File: src/sv/assert_macros.svh
// Assertion macros shared by the cache RTL.
// No dependencies; included by the modules that carry checks.
`ifndef ASSERT_MACROS_SVH
`define ASSERT_MACROS_SVH

// Expression must hold at every clock edge outside reset.
`define ASSERT_ALWAYS(label, clk, rstn, expr, msg) \
    label: assert property (@(posedge clk) disable iff (!(rstn)) (expr)) else $error(msg);

// Same-cycle implication.
`define ASSERT_IMPLY(label, clk, rstn, ante, cons, msg) \
    label: assert property (@(posedge clk) disable iff (!(rstn)) (ante) |-> (cons)) else $error(msg);

// Next-cycle implication.
`define ASSERT_NEXT(label, clk, rstn, ante, cons, msg) \
    label: assert property (@(posedge clk) disable iff (!(rstn)) (ante) |=> (cons)) else $error(msg);

`endif

File: src/sv/lkvc_pkg.sv
// Shared constants and controller/datapath interface types for the LRU cache.
// No dependencies.
package lkvc_pkg;

    localparam int MAX_ENTRIES = 16;
    localparam int KEY_BITS    = 32;
    localparam int VALUE_BITS  = 32;

    localparam int IDX_W  = $clog2(MAX_ENTRIES);
    localparam int RANK_W = IDX_W;
    localparam int CNT_W  = $clog2(MAX_ENTRIES + 1);
    localparam int CAP_W  = 5;
    localparam int OUT_W  = 32;

    localparam logic [CNT_W-1:0] MAX_CNT   = CNT_W'(MAX_ENTRIES);
    localparam logic [CAP_W-1:0] CAP_RESET = CAP_W'(16);

    localparam logic OP_GET = 1'b0;
    localparam logic OP_PUT = 1'b1;

    typedef struct packed {
        logic             start;     // latch the accepted request
        logic             scan_rd;   // read entry scan_idx this cycle
        logic [IDX_W-1:0] scan_idx;
        logic             update;    // apply the request, load the result
    } lkvc_cmd_t;

    typedef struct packed {
        logic out_free;              // result register can take a word
    } lkvc_stat_t;

endpackage

File: src/sv/lru_key_value_cache_unit.sv
// Top level of the LRU key/value cache: controller plus datapath.
// Depends on lkvc_pkg, lkvc_ctrl, lkvc_datapath (and lkvc_ram below it).
//
// Fully associative key/value cache of 16 entries with least-recently-used
// replacement. Each input word is a request: s_tuser selects get (0) or put (1),
// s_tdata carries the key and the value. Every request gives exactly one result
// word: m_tuser is the hit flag (key present before the request), m_tdata is the
// stored value on a get hit, all ones on a get miss, and zero for any put. A put
// of a new key into a full cache first evicts the least recent entry. The cfg
// channel sets the capacity; 0 acts as 1, values above 16 act as 16, and
// lowering it below the current fill evicts one entry per later insertion
// rather than at the write. Write it only while no request is in flight.
// One request is handled at a time. After the accepting edge the controller
// streams all 16 entries through the key RAM's single read port and compares
// them (the compare works on the registered read data), then loads the result
// register in its update state and returns to idle; no new request is taken
// before that. The update waits while a previous result word is still held by
// m_tready low. A new request is accepted while the last result waits to be
// taken.
module lru_key_value_cache_unit
    import lkvc_pkg::*;
(
    input  logic                           aclk,
    input  logic                           aresetn,
    // request channel
    input  logic                           s_tvalid,
    output logic                           s_tready,
    input  logic [KEY_BITS+VALUE_BITS-1:0] s_tdata,  // [31:0] lookup_key, [63:32] store_value
    input  logic                           s_tuser,  // [0] op
    // result channel
    output logic                           m_tvalid,
    input  logic                           m_tready,
    output logic [OUT_W-1:0]               m_tdata,  // [31:0] read_value
    output logic                           m_tuser,  // [0] hit
    // capacity register write
    input  logic                           cfg_valid,
    output logic                           cfg_ready,
    input  logic [CAP_W-1:0]               cfg_data
);
    lkvc_cmd_t  cmd;
    lkvc_stat_t stat;

    // register writes are always taken
    assign cfg_ready = 1'b1;

    lkvc_ctrl u_ctrl (
        .aclk     (aclk),
        .aresetn  (aresetn),
        .s_tvalid (s_tvalid),
        .s_tready (s_tready),
        .stat     (stat),
        .cmd      (cmd)
    );

    lkvc_datapath u_datapath (
        .aclk      (aclk),
        .aresetn   (aresetn),
        .cmd       (cmd),
        .stat      (stat),
        .s_tdata   (s_tdata),
        .s_tuser   (s_tuser),
        .cfg_valid (cfg_valid && cfg_ready),
        .cfg_data  (cfg_data),
        .m_tvalid  (m_tvalid),
        .m_tready  (m_tready),
        .m_tdata   (m_tdata),
        .m_tuser   (m_tuser)
    );
endmodule

File: src/sv/lkvc_ram.sv
// Generic single-write, single-read RAM with registered read data.
// No dependencies.
module lkvc_ram #(
    parameter int DATA_W = 32,
    parameter int DEPTH  = 16
) (
    input  logic                       aclk,
    input  logic                       we,
    input  logic [$clog2(DEPTH)-1:0]   waddr,
    input  logic [DATA_W-1:0]          wdata,
    input  logic                       re,
    input  logic [$clog2(DEPTH)-1:0]   raddr,
    output logic [DATA_W-1:0]          rdata
);
    logic [DATA_W-1:0] mem_reg [DEPTH];
    logic [DATA_W-1:0] rdata_reg;

    always_ff @(posedge aclk) begin
        if (we) begin
            mem_reg[waddr] <= wdata;
        end
        if (re) begin
            rdata_reg <= mem_reg[raddr];
        end
    end

    assign rdata = rdata_reg;
endmodule

File: src/sv/lkvc_ctrl.sv
// Request sequencer: accept, scan all entries, apply update.
// Depends on lkvc_pkg and assert_macros.svh.
`include "assert_macros.svh"
module lkvc_ctrl
    import lkvc_pkg::*;
(
    input  logic       aclk,
    input  logic       aresetn,
    input  logic       s_tvalid,
    output logic       s_tready,
    input  lkvc_stat_t stat,
    output lkvc_cmd_t  cmd
);
    localparam logic [1:0] ST_IDLE   = 2'd0;
    localparam logic [1:0] ST_SCAN   = 2'd1;
    localparam logic [1:0] ST_UPDATE = 2'd2;

    logic [1:0]       state_reg, state_next;
    logic [CNT_W-1:0] scan_cnt_reg, scan_cnt_next;

    always_comb begin
        state_next    = state_reg;
        scan_cnt_next = scan_cnt_reg;
        s_tready      = 1'b0;
        cmd           = '0;
        cmd.scan_idx  = scan_cnt_reg[IDX_W-1:0];
        case (state_reg)
            ST_IDLE: begin
                s_tready = 1'b1;
                if (s_tvalid) begin
                    cmd.start     = 1'b1;
                    scan_cnt_next = '0;
                    state_next    = ST_SCAN;
                end
            end
            ST_SCAN: begin
                // last cycle only compares the data read for the final entry
                cmd.scan_rd   = (scan_cnt_reg != MAX_CNT);
                scan_cnt_next = scan_cnt_reg + CNT_W'(1);
                if (scan_cnt_reg == MAX_CNT) begin
                    state_next = ST_UPDATE;
                end
            end
            ST_UPDATE: begin
                if (stat.out_free) begin
                    cmd.update = 1'b1;
                    state_next = ST_IDLE;
                end
            end
            default: begin
                state_next = ST_IDLE;
            end
        endcase
    end

    always_ff @(posedge aclk) begin
        if (!aresetn) begin
            state_reg    <= ST_IDLE;
            scan_cnt_reg <= '0;
        end else begin
            state_reg    <= state_next;
            scan_cnt_reg <= scan_cnt_next;
        end
    end

    `ASSERT_IMPLY(a_scan_bound, aclk, aresetn, state_reg == ST_SCAN, scan_cnt_reg <= MAX_CNT, "scan counter overran")
    `ASSERT_NEXT(a_accept_scans, aclk, aresetn, (state_reg == ST_IDLE) && s_tvalid, state_reg == ST_SCAN, "accepted word did not start a scan")
endmodule

File: src/sv/lkvc_datapath.sv
// Entry storage, key match, LRU rank bookkeeping and result register.
// Depends on lkvc_pkg, lkvc_ram and assert_macros.svh.
`include "assert_macros.svh"
module lkvc_datapath
    import lkvc_pkg::*;
(
    input  logic                      aclk,
    input  logic                      aresetn,
    input  lkvc_cmd_t                 cmd,
    output lkvc_stat_t                stat,
    input  logic [KEY_BITS+VALUE_BITS-1:0] s_tdata,
    input  logic                      s_tuser,
    input  logic                      cfg_valid,
    input  logic [CAP_W-1:0]          cfg_data,
    output logic                      m_tvalid,
    input  logic                      m_tready,
    output logic [OUT_W-1:0]          m_tdata,
    output logic                      m_tuser
);
    // request latch
    logic                  op_reg;
    logic [KEY_BITS-1:0]   key_reg;
    logic [VALUE_BITS-1:0] val_reg;

    // per-entry state
    logic [MAX_ENTRIES-1:0] valid_reg, valid_next;
    logic [RANK_W-1:0]      rank_reg [MAX_ENTRIES];
    logic [RANK_W-1:0]      rank_next [MAX_ENTRIES];
    logic [CNT_W-1:0]       used_reg, used_next;
    logic [CAP_W-1:0]       cap_reg;

    // scan pipeline
    logic                   live_reg;
    logic [IDX_W-1:0]       rd_idx_reg;
    logic                   found_reg, found_next;
    logic [IDX_W-1:0]       hit_idx_reg, hit_idx_next;
    logic [VALUE_BITS-1:0]  hit_val_reg, hit_val_next;

    // result register
    logic                   m_tvalid_reg, m_tvalid_next;
    logic [OUT_W-1:0]       m_data_reg, m_data_next;
    logic                   m_hit_reg, m_hit_next;

    // RAM ports
    logic [KEY_BITS-1:0]    key_rdata;
    logic [VALUE_BITS-1:0]  val_rdata;
    logic                   key_we, val_we;
    logic [IDX_W-1:0]       wr_idx;

    // update helpers
    logic [CNT_W-1:0]       cap_eff;
    logic                   need_evict;
    logic [RANK_W-1:0]      lru_rank;
    logic [RANK_W-1:0]      hit_rank;
    logic [MAX_ENTRIES-1:0] evict_mask, kept;
    logic [IDX_W-1:0]       free_idx;

    lkvc_ram #(.DATA_W(KEY_BITS), .DEPTH(MAX_ENTRIES)) u_key_ram (
        .aclk  (aclk),
        .we    (key_we),
        .waddr (wr_idx),
        .wdata (key_reg),
        .re    (cmd.scan_rd),
        .raddr (cmd.scan_idx),
        .rdata (key_rdata)
    );

    lkvc_ram #(.DATA_W(VALUE_BITS), .DEPTH(MAX_ENTRIES)) u_val_ram (
        .aclk  (aclk),
        .we    (val_we),
        .waddr (wr_idx),
        .wdata (val_reg),
        .re    (cmd.scan_rd),
        .raddr (cmd.scan_idx),
        .rdata (val_rdata)
    );

    assign stat.out_free = !m_tvalid_reg || m_tready;
    assign m_tvalid = m_tvalid_reg;
    assign m_tdata  = m_data_reg;
    assign m_tuser  = m_hit_reg;

    // zero acts as one, anything above the store size saturates
    always_comb begin
        if (cap_reg == '0) begin
            cap_eff = CNT_W'(1);
        end else if (CNT_W'(cap_reg) > MAX_CNT) begin
            cap_eff = MAX_CNT;
        end else begin
            cap_eff = CNT_W'(cap_reg);
        end
    end

    // match compare, one entry behind the RAM address
    always_comb begin
        found_next   = found_reg;
        hit_idx_next = hit_idx_reg;
        hit_val_next = hit_val_reg;
        if (cmd.start) begin
            found_next = 1'b0;
        end else if (live_reg && valid_reg[rd_idx_reg] && !found_reg
                     && key_rdata == key_reg) begin
            found_next   = 1'b1;
            hit_idx_next = rd_idx_reg;
            hit_val_next = val_rdata;
        end
    end

    // eviction victim: valid ranks are a permutation of 0..used-1
    always_comb begin
        need_evict = (used_reg >= cap_eff) || (used_reg >= MAX_CNT);
        lru_rank   = RANK_W'(used_reg - CNT_W'(1));
        hit_rank   = rank_reg[hit_idx_reg];
        for (int i = 0; i < MAX_ENTRIES; i++) begin
            evict_mask[i] = need_evict && valid_reg[i] && (rank_reg[i] == lru_rank);
        end
        kept     = valid_reg & ~evict_mask;
        free_idx = '0;
        for (int i = MAX_ENTRIES - 1; i >= 0; i--) begin
            if (!kept[i]) begin
                free_idx = IDX_W'(i);
            end
        end
    end

    always_comb begin
        valid_next    = valid_reg;
        rank_next     = rank_reg;
        used_next     = used_reg;
        key_we        = 1'b0;
        val_we        = 1'b0;
        wr_idx        = hit_idx_reg;
        m_tvalid_next = m_tvalid_reg && !m_tready;
        m_data_next   = m_data_reg;
        m_hit_next    = m_hit_reg;
        if (cmd.update) begin
            m_tvalid_next = 1'b1;
            m_hit_next    = found_reg;
            if (found_reg) begin
                // move to front; more recent entries age by one
                for (int i = 0; i < MAX_ENTRIES; i++) begin
                    if (valid_reg[i] && rank_reg[i] < hit_rank) begin
                        rank_next[i] = rank_reg[i] + RANK_W'(1);
                    end
                end
                rank_next[hit_idx_reg] = '0;
                if (op_reg == OP_PUT) begin
                    val_we      = 1'b1;
                    m_data_next = '0;
                end else begin
                    m_data_next = OUT_W'(hit_val_reg);
                end
            end else if (op_reg == OP_PUT) begin
                // insert: drop the victim if full, age the rest, fill first hole
                m_data_next = '0;
                key_we      = 1'b1;
                val_we      = 1'b1;
                wr_idx      = free_idx;
                for (int i = 0; i < MAX_ENTRIES; i++) begin
                    if (kept[i]) begin
                        rank_next[i] = rank_reg[i] + RANK_W'(1);
                    end else if (evict_mask[i]) begin
                        rank_next[i] = '0;
                    end
                end
                valid_next           = kept;
                valid_next[free_idx] = 1'b1;
                rank_next[free_idx]  = '0;
                used_next = used_reg - CNT_W'(need_evict) + CNT_W'(1);
            end else begin
                m_data_next = '1;
            end
        end
    end

    always_ff @(posedge aclk) begin
        if (!aresetn) begin
            valid_reg    <= '0;
            used_reg     <= '0;
            cap_reg      <= CAP_RESET;
            live_reg     <= 1'b0;
            found_reg    <= 1'b0;
            m_tvalid_reg <= 1'b0;
            for (int i = 0; i < MAX_ENTRIES; i++) begin
                rank_reg[i] <= '0;
            end
        end else begin
            valid_reg    <= valid_next;
            used_reg     <= used_next;
            live_reg     <= cmd.scan_rd;
            found_reg    <= found_next;
            m_tvalid_reg <= m_tvalid_next;
            rank_reg     <= rank_next;
            if (cfg_valid) begin
                cap_reg <= cfg_data;
            end
        end
    end

    always_ff @(posedge aclk) begin
        rd_idx_reg  <= cmd.scan_idx;
        hit_idx_reg <= hit_idx_next;
        hit_val_reg <= hit_val_next;
        m_data_reg  <= m_data_next;
        m_hit_reg   <= m_hit_next;
        if (cmd.start) begin
            op_reg  <= s_tuser;
            key_reg <= s_tdata[KEY_BITS-1:0];
            val_reg <= s_tdata[KEY_BITS+VALUE_BITS-1:KEY_BITS];
        end
    end

    `ASSERT_ALWAYS(a_used_count, aclk, aresetn, $countones(valid_reg) == int'(used_reg), "valid bits disagree with fill count")
    `ASSERT_ALWAYS(a_used_bound, aclk, aresetn, used_reg <= MAX_CNT, "fill count above store size")
    `ASSERT_IMPLY(a_update_free, aclk, aresetn, cmd.update, stat.out_free, "result loaded over a pending word")
endmodule
File: config.mk
export PLATFORM = sky130hd
export DESIGN_NAME = lru_key_value_cache_unit
export DESIGN_NICKNAME = d
export VERILOG_FILES = /design/src/sv/lkvc_pkg.sv /design/src/sv/lru_key_value_cache_unit.sv /design/src/sv/lkvc_ram.sv /design/src/sv/lkvc_ctrl.sv /design/src/sv/lkvc_datapath.sv
export VERILOG_INCLUDE_DIRS = /design/src /design/src/sv
export SDC_FILE = /design/constraint.sdc
export NUM_CORES = 2
export LEC_CHECK = 0
export BUFFER_PORTS_ARGS = -buffer_cell sky130_fd_sc_hd__buf_2
export CAP_MARGIN = 20
export CORE_MARGIN = 2
export CORE_UTILIZATION = 60
export DETAILED_ROUTE_END_ITERATION = 7
export PLACE_DENSITY = 0.75
export SYNTH_ARGS = -nofsm -noshare
export SYNTH_HDL_FRONTEND = slang
export SYNTH_SLANG_ARGS = --single-unit
File: constraint.sdc
create_clock -name aclk -period 10.8 [get_ports aclk]
set_clock_uncertainty 0.15 [all_clocks]
set_input_delay 0.54 -clock aclk [delete_from_list [all_inputs] [get_ports aclk]]
set_output_delay 0.54 -clock aclk [all_outputs]
set_load 0.02 [all_outputs]
==> metrics.md <==
| Metric | Value |
|---|---|
| #FFs+latches synth | ~1,300 |
| IO buf count | approximately 110 |
| Layout cells sized above 1 | about a quarter |
| Post-synthesis mux area share | between 10% and 20% |
| Drt drc | 0 |
| Routed wire length | 146,000 um |
| Worst Setup End Kind | flip-flop |
| Simple-Gate Fraction of Synth Area | a little under 4% |
| Sequential share of power | 54.6% |
| Worst slew margin | between 10% and 20% |
| Cell Int Power | roughly 8.3 mW |
| Placer Congestion | slightly below 1 |
| Initial antenna violation count | 6 |
| Fin. Hold Viols | 0 |
| Gr usage total | between 30% and 40% |
| Clock power frac | 42.4% |
| Final core occ | approximately 68% |
| Die H | 307 um |
| Met1 wire length | around 55,000 um |
| Top Metal Used | met5 |
| Final period util | a little under 60% |
| Post-Route Setup TNS | 0 ps |
| Mean post-synth cell area | 18.1 um^2 |
| Main synth FF type | edfxtp_1 |
| Clock sink count | about 1,300 |
| Post-synth EDFFs | about 1,200 |
| Metal2 WL | 72,400 um |
| Post-synth ARST share | 0% |
| Clock Latency Late Sink | 750 ps |
| Logic gate share of total power | between 2 and 3% |
| DRT Pass-1 Iters | 6 |
| Total nets after synthesis | ~3,200 |
| Worst Path Max Fanout | 22 |
| RSZ-0062 raised after global routing | no |
| Worst VDD drop | ~0.18 mV |
| FMAX | between 0.15 and 0.2 GHz |
| P_sw | between 2 and 2.5 mW |
| Die width | between 300 and 400 um |
| MaxCap Viol Count | 0 |
| Critical Path Start Type | flip-flop |
| Row count | 111 |
| DR iter-0 viols | around 4,300 |
| Netlist cell types | 91 |
| CTS tree | done |
| Yosys warning count | 0 |
| Crit path required time | 11,080 ps |
| Starting density of the core | approximately 60% |
| Root buffer cell | clkbuf_16 |
| Layout area overhead | 13.0% |
| Setup Crit Path Kind | flip-flop to flip-flop |
| GRT overflow | 0 |
| Core area | around 91,000 um^2 |
| Critical Path AT | approximately 6500 ps |
| CTS resizes | 0 |
| Final setup violation count | 0 |
| Largest family of logic cells by synthesized area | multiplexers |
| Longest Clk Path Bufs | 3 |
| Post-DR vias/cell | about 7 |
| First-pass GRT wire length | about 210,000 um |
| Max-slew violations | 0 |
| CTS Buf Count | approximately 130 |
| Met3 WL post-DR | between 10,000 and 15,000 um |
| Hold-fix buffers, CTS | 74 |
| Tmin final | around 6200 ps |
| Antenna Nets Post-Route | 0 |
| Nets | 3,405 |
| Worst-Margin Slew | around 1300 ps |
| Drt wl/cell | 32.1 um |
| Clock transition at the registers of the reported paths | about 60 ps |
| Die ar. | between 90,000 and 100,000 um^2 |
| H-Tree Depth | 4 |
| HPWL after detailed placement | 81,800 um |
| Most common cell after layout, fill and taps aside | edfxtp_1 |
| R2R Setup Slk | roughly 4600 ps |
| Status | finished clean |
| Sequential share of the synthesized area | between 70% and 80% |
| Mapped cell area | 55,100 um^2 |
| Switch share | between 20% and 30% |
| Routed via count | 31,200 |
| Lkg Pwr | 19.8 nW |
| Mapped Cells | about 3,000 |
| Area fraction in compound gates after synthesis | about 5.4% |
| Pin count of the biggest net entering global routing | between 100 and 150 |
| PD cells | roughly 170 nW/um^2 |
| Most frequent cells in the layout | 1,222 x edfxtp_1, 345 x mux4_2, 134 x clkbuf_16 |
| Post-Synth Adder-Cell Area | 1.77% |
| Vias in the first global route | around 32,000 |
| Hold Crit Class | input port to flip-flop |
| Setup Buffers After CTS | 0 |
| Post-Synth XOR/XNOR Area | about 2.2% |
| Boundary Pins | ~110 |
-- path summary, 6_finish.rpt --
path / from / to / cells after the start
hold reg to reg: u_datapath.u_val_ram.rdata[13] / u_datapath.hit_val_reg[13] / 0
setup / recovery: u_datapath.used_reg[0] / u_datapath.u_key_ram.mem_reg[4][27] / 13
hold / removal: cfg_valid / u_datapath.cap_reg[3] / 3
setup reg to reg: u_datapath.used_reg[0] / u_datapath.u_key_ram.mem_reg[4][27] / 13
-- synth_stat cells, drive strengths merged, types with 15 or more instances --
| master | n | area [um^2] |
|---|---|---|
| nor2 | 130 | 490 |
| o21a | 15 | 113 |
| ha | 78 | 976 |
| nor3 | 42 | 231 |
| edfxtp | 1222 | 36700 |
| nand2b | 16 | 100 |
| mux2i | 19 | 190 |
| a21o | 18 | 135 |
| o21ai | 118 | 591 |
| nand2 | 116 | 438 |
| a22oi | 16 | 120 |
| buf | 52 | 249 |
| a211oi | 18 | 135 |
| dfxtp | 104 | 2080 |
| xor2 | 67 | 587 |
| a21oi | 117 | 586 |
| a31oi | 23 | 144 |
| nand3 | 45 | 225 |
| mux4 | 345 | 7770 |
| nand4 | 29 | 181 |
| xnor2 | 46 | 410 |
| inv | 78 | 293 |
| clkbuf | 125 | 470 |
| o211ai | 15 | 113 |
-- per-layer routing --
layer  vias up  global-route usage, %
li1      12800                      -
met5         -                      0
met1     16200                   42.3
met4        10                   12.9
met2      1963                   50.8
met3       339                   5.77
-- critical path: stages (launching register included) --
cell and delay, ps:
dfxtp_1 310, buf_4 340, inv_1 140, ha_1 930, xnor2_1 160, nor4_2 300, nand3_1 340, a311o_1 540
a2111oi_4 490, nor2_2 220, o41ai_4 520, nand2_1 500, nor2_4 720, buf_16 250
-- stage by stage --
step / std cells / total power [mW] / hold slack [ps] / cell area, um^2 / setup slack (ps)
4_1_cts: 4534 / 10.5 / 2.15 / 62200 / 4340
2_1_floorplan: 3047 / 5.99 / 179 / 55100 / 4720
5_1_grt: 4540 / 10.7 / 47.2 / 62300 / 4320
6_report: 4540 / 10.5 / 50.6 / 62300 / 4550
3_5_place_dp: 4226 / 6.10 / 255 / 57400 / 4360
3_3_place_gp: 4216 / 6.09 / 254 / 57100 / 4500
-- power by group through the flow --
stage	logic, mW	registers [mW]	clock network (mW)
after detailed placement	0.280	5.82	0
after floorplan	0.200	5.79	0
after global routing	0.327	5.72	4.66
after global placement	0.274	5.81	0
final	0.307	5.72	4.44
after CTS	0.308	5.71	4.48
-- logic make-up after synthesis --
kind of cell,count (synthesis)
AOI/OAI and AO/OA,450
xor gates and xnor gates,123
adders and majority gates,78
buffers and inverters,255
DFF,1326
muxes,368
other,1
and+or+nand+nor,446
-- area by class of cell --
| type | count | area (um^2) |
|---|---|---|
| diodes | 1 | 2.50 |
| repair buffers | 249 | 2030 |
| fillers | 5615 | 29100 |
| well taps | 1186 | 1480 |
| inverters | 78 | 295 |
| flip-flops and latches | 1326 | 38800 |
| clock inverters | 73 | 652 |
| multi-input cells | 1466 | 15600 |
| clock buffers | 161 | 3460 |
Power figures use the tool's default switching activity.
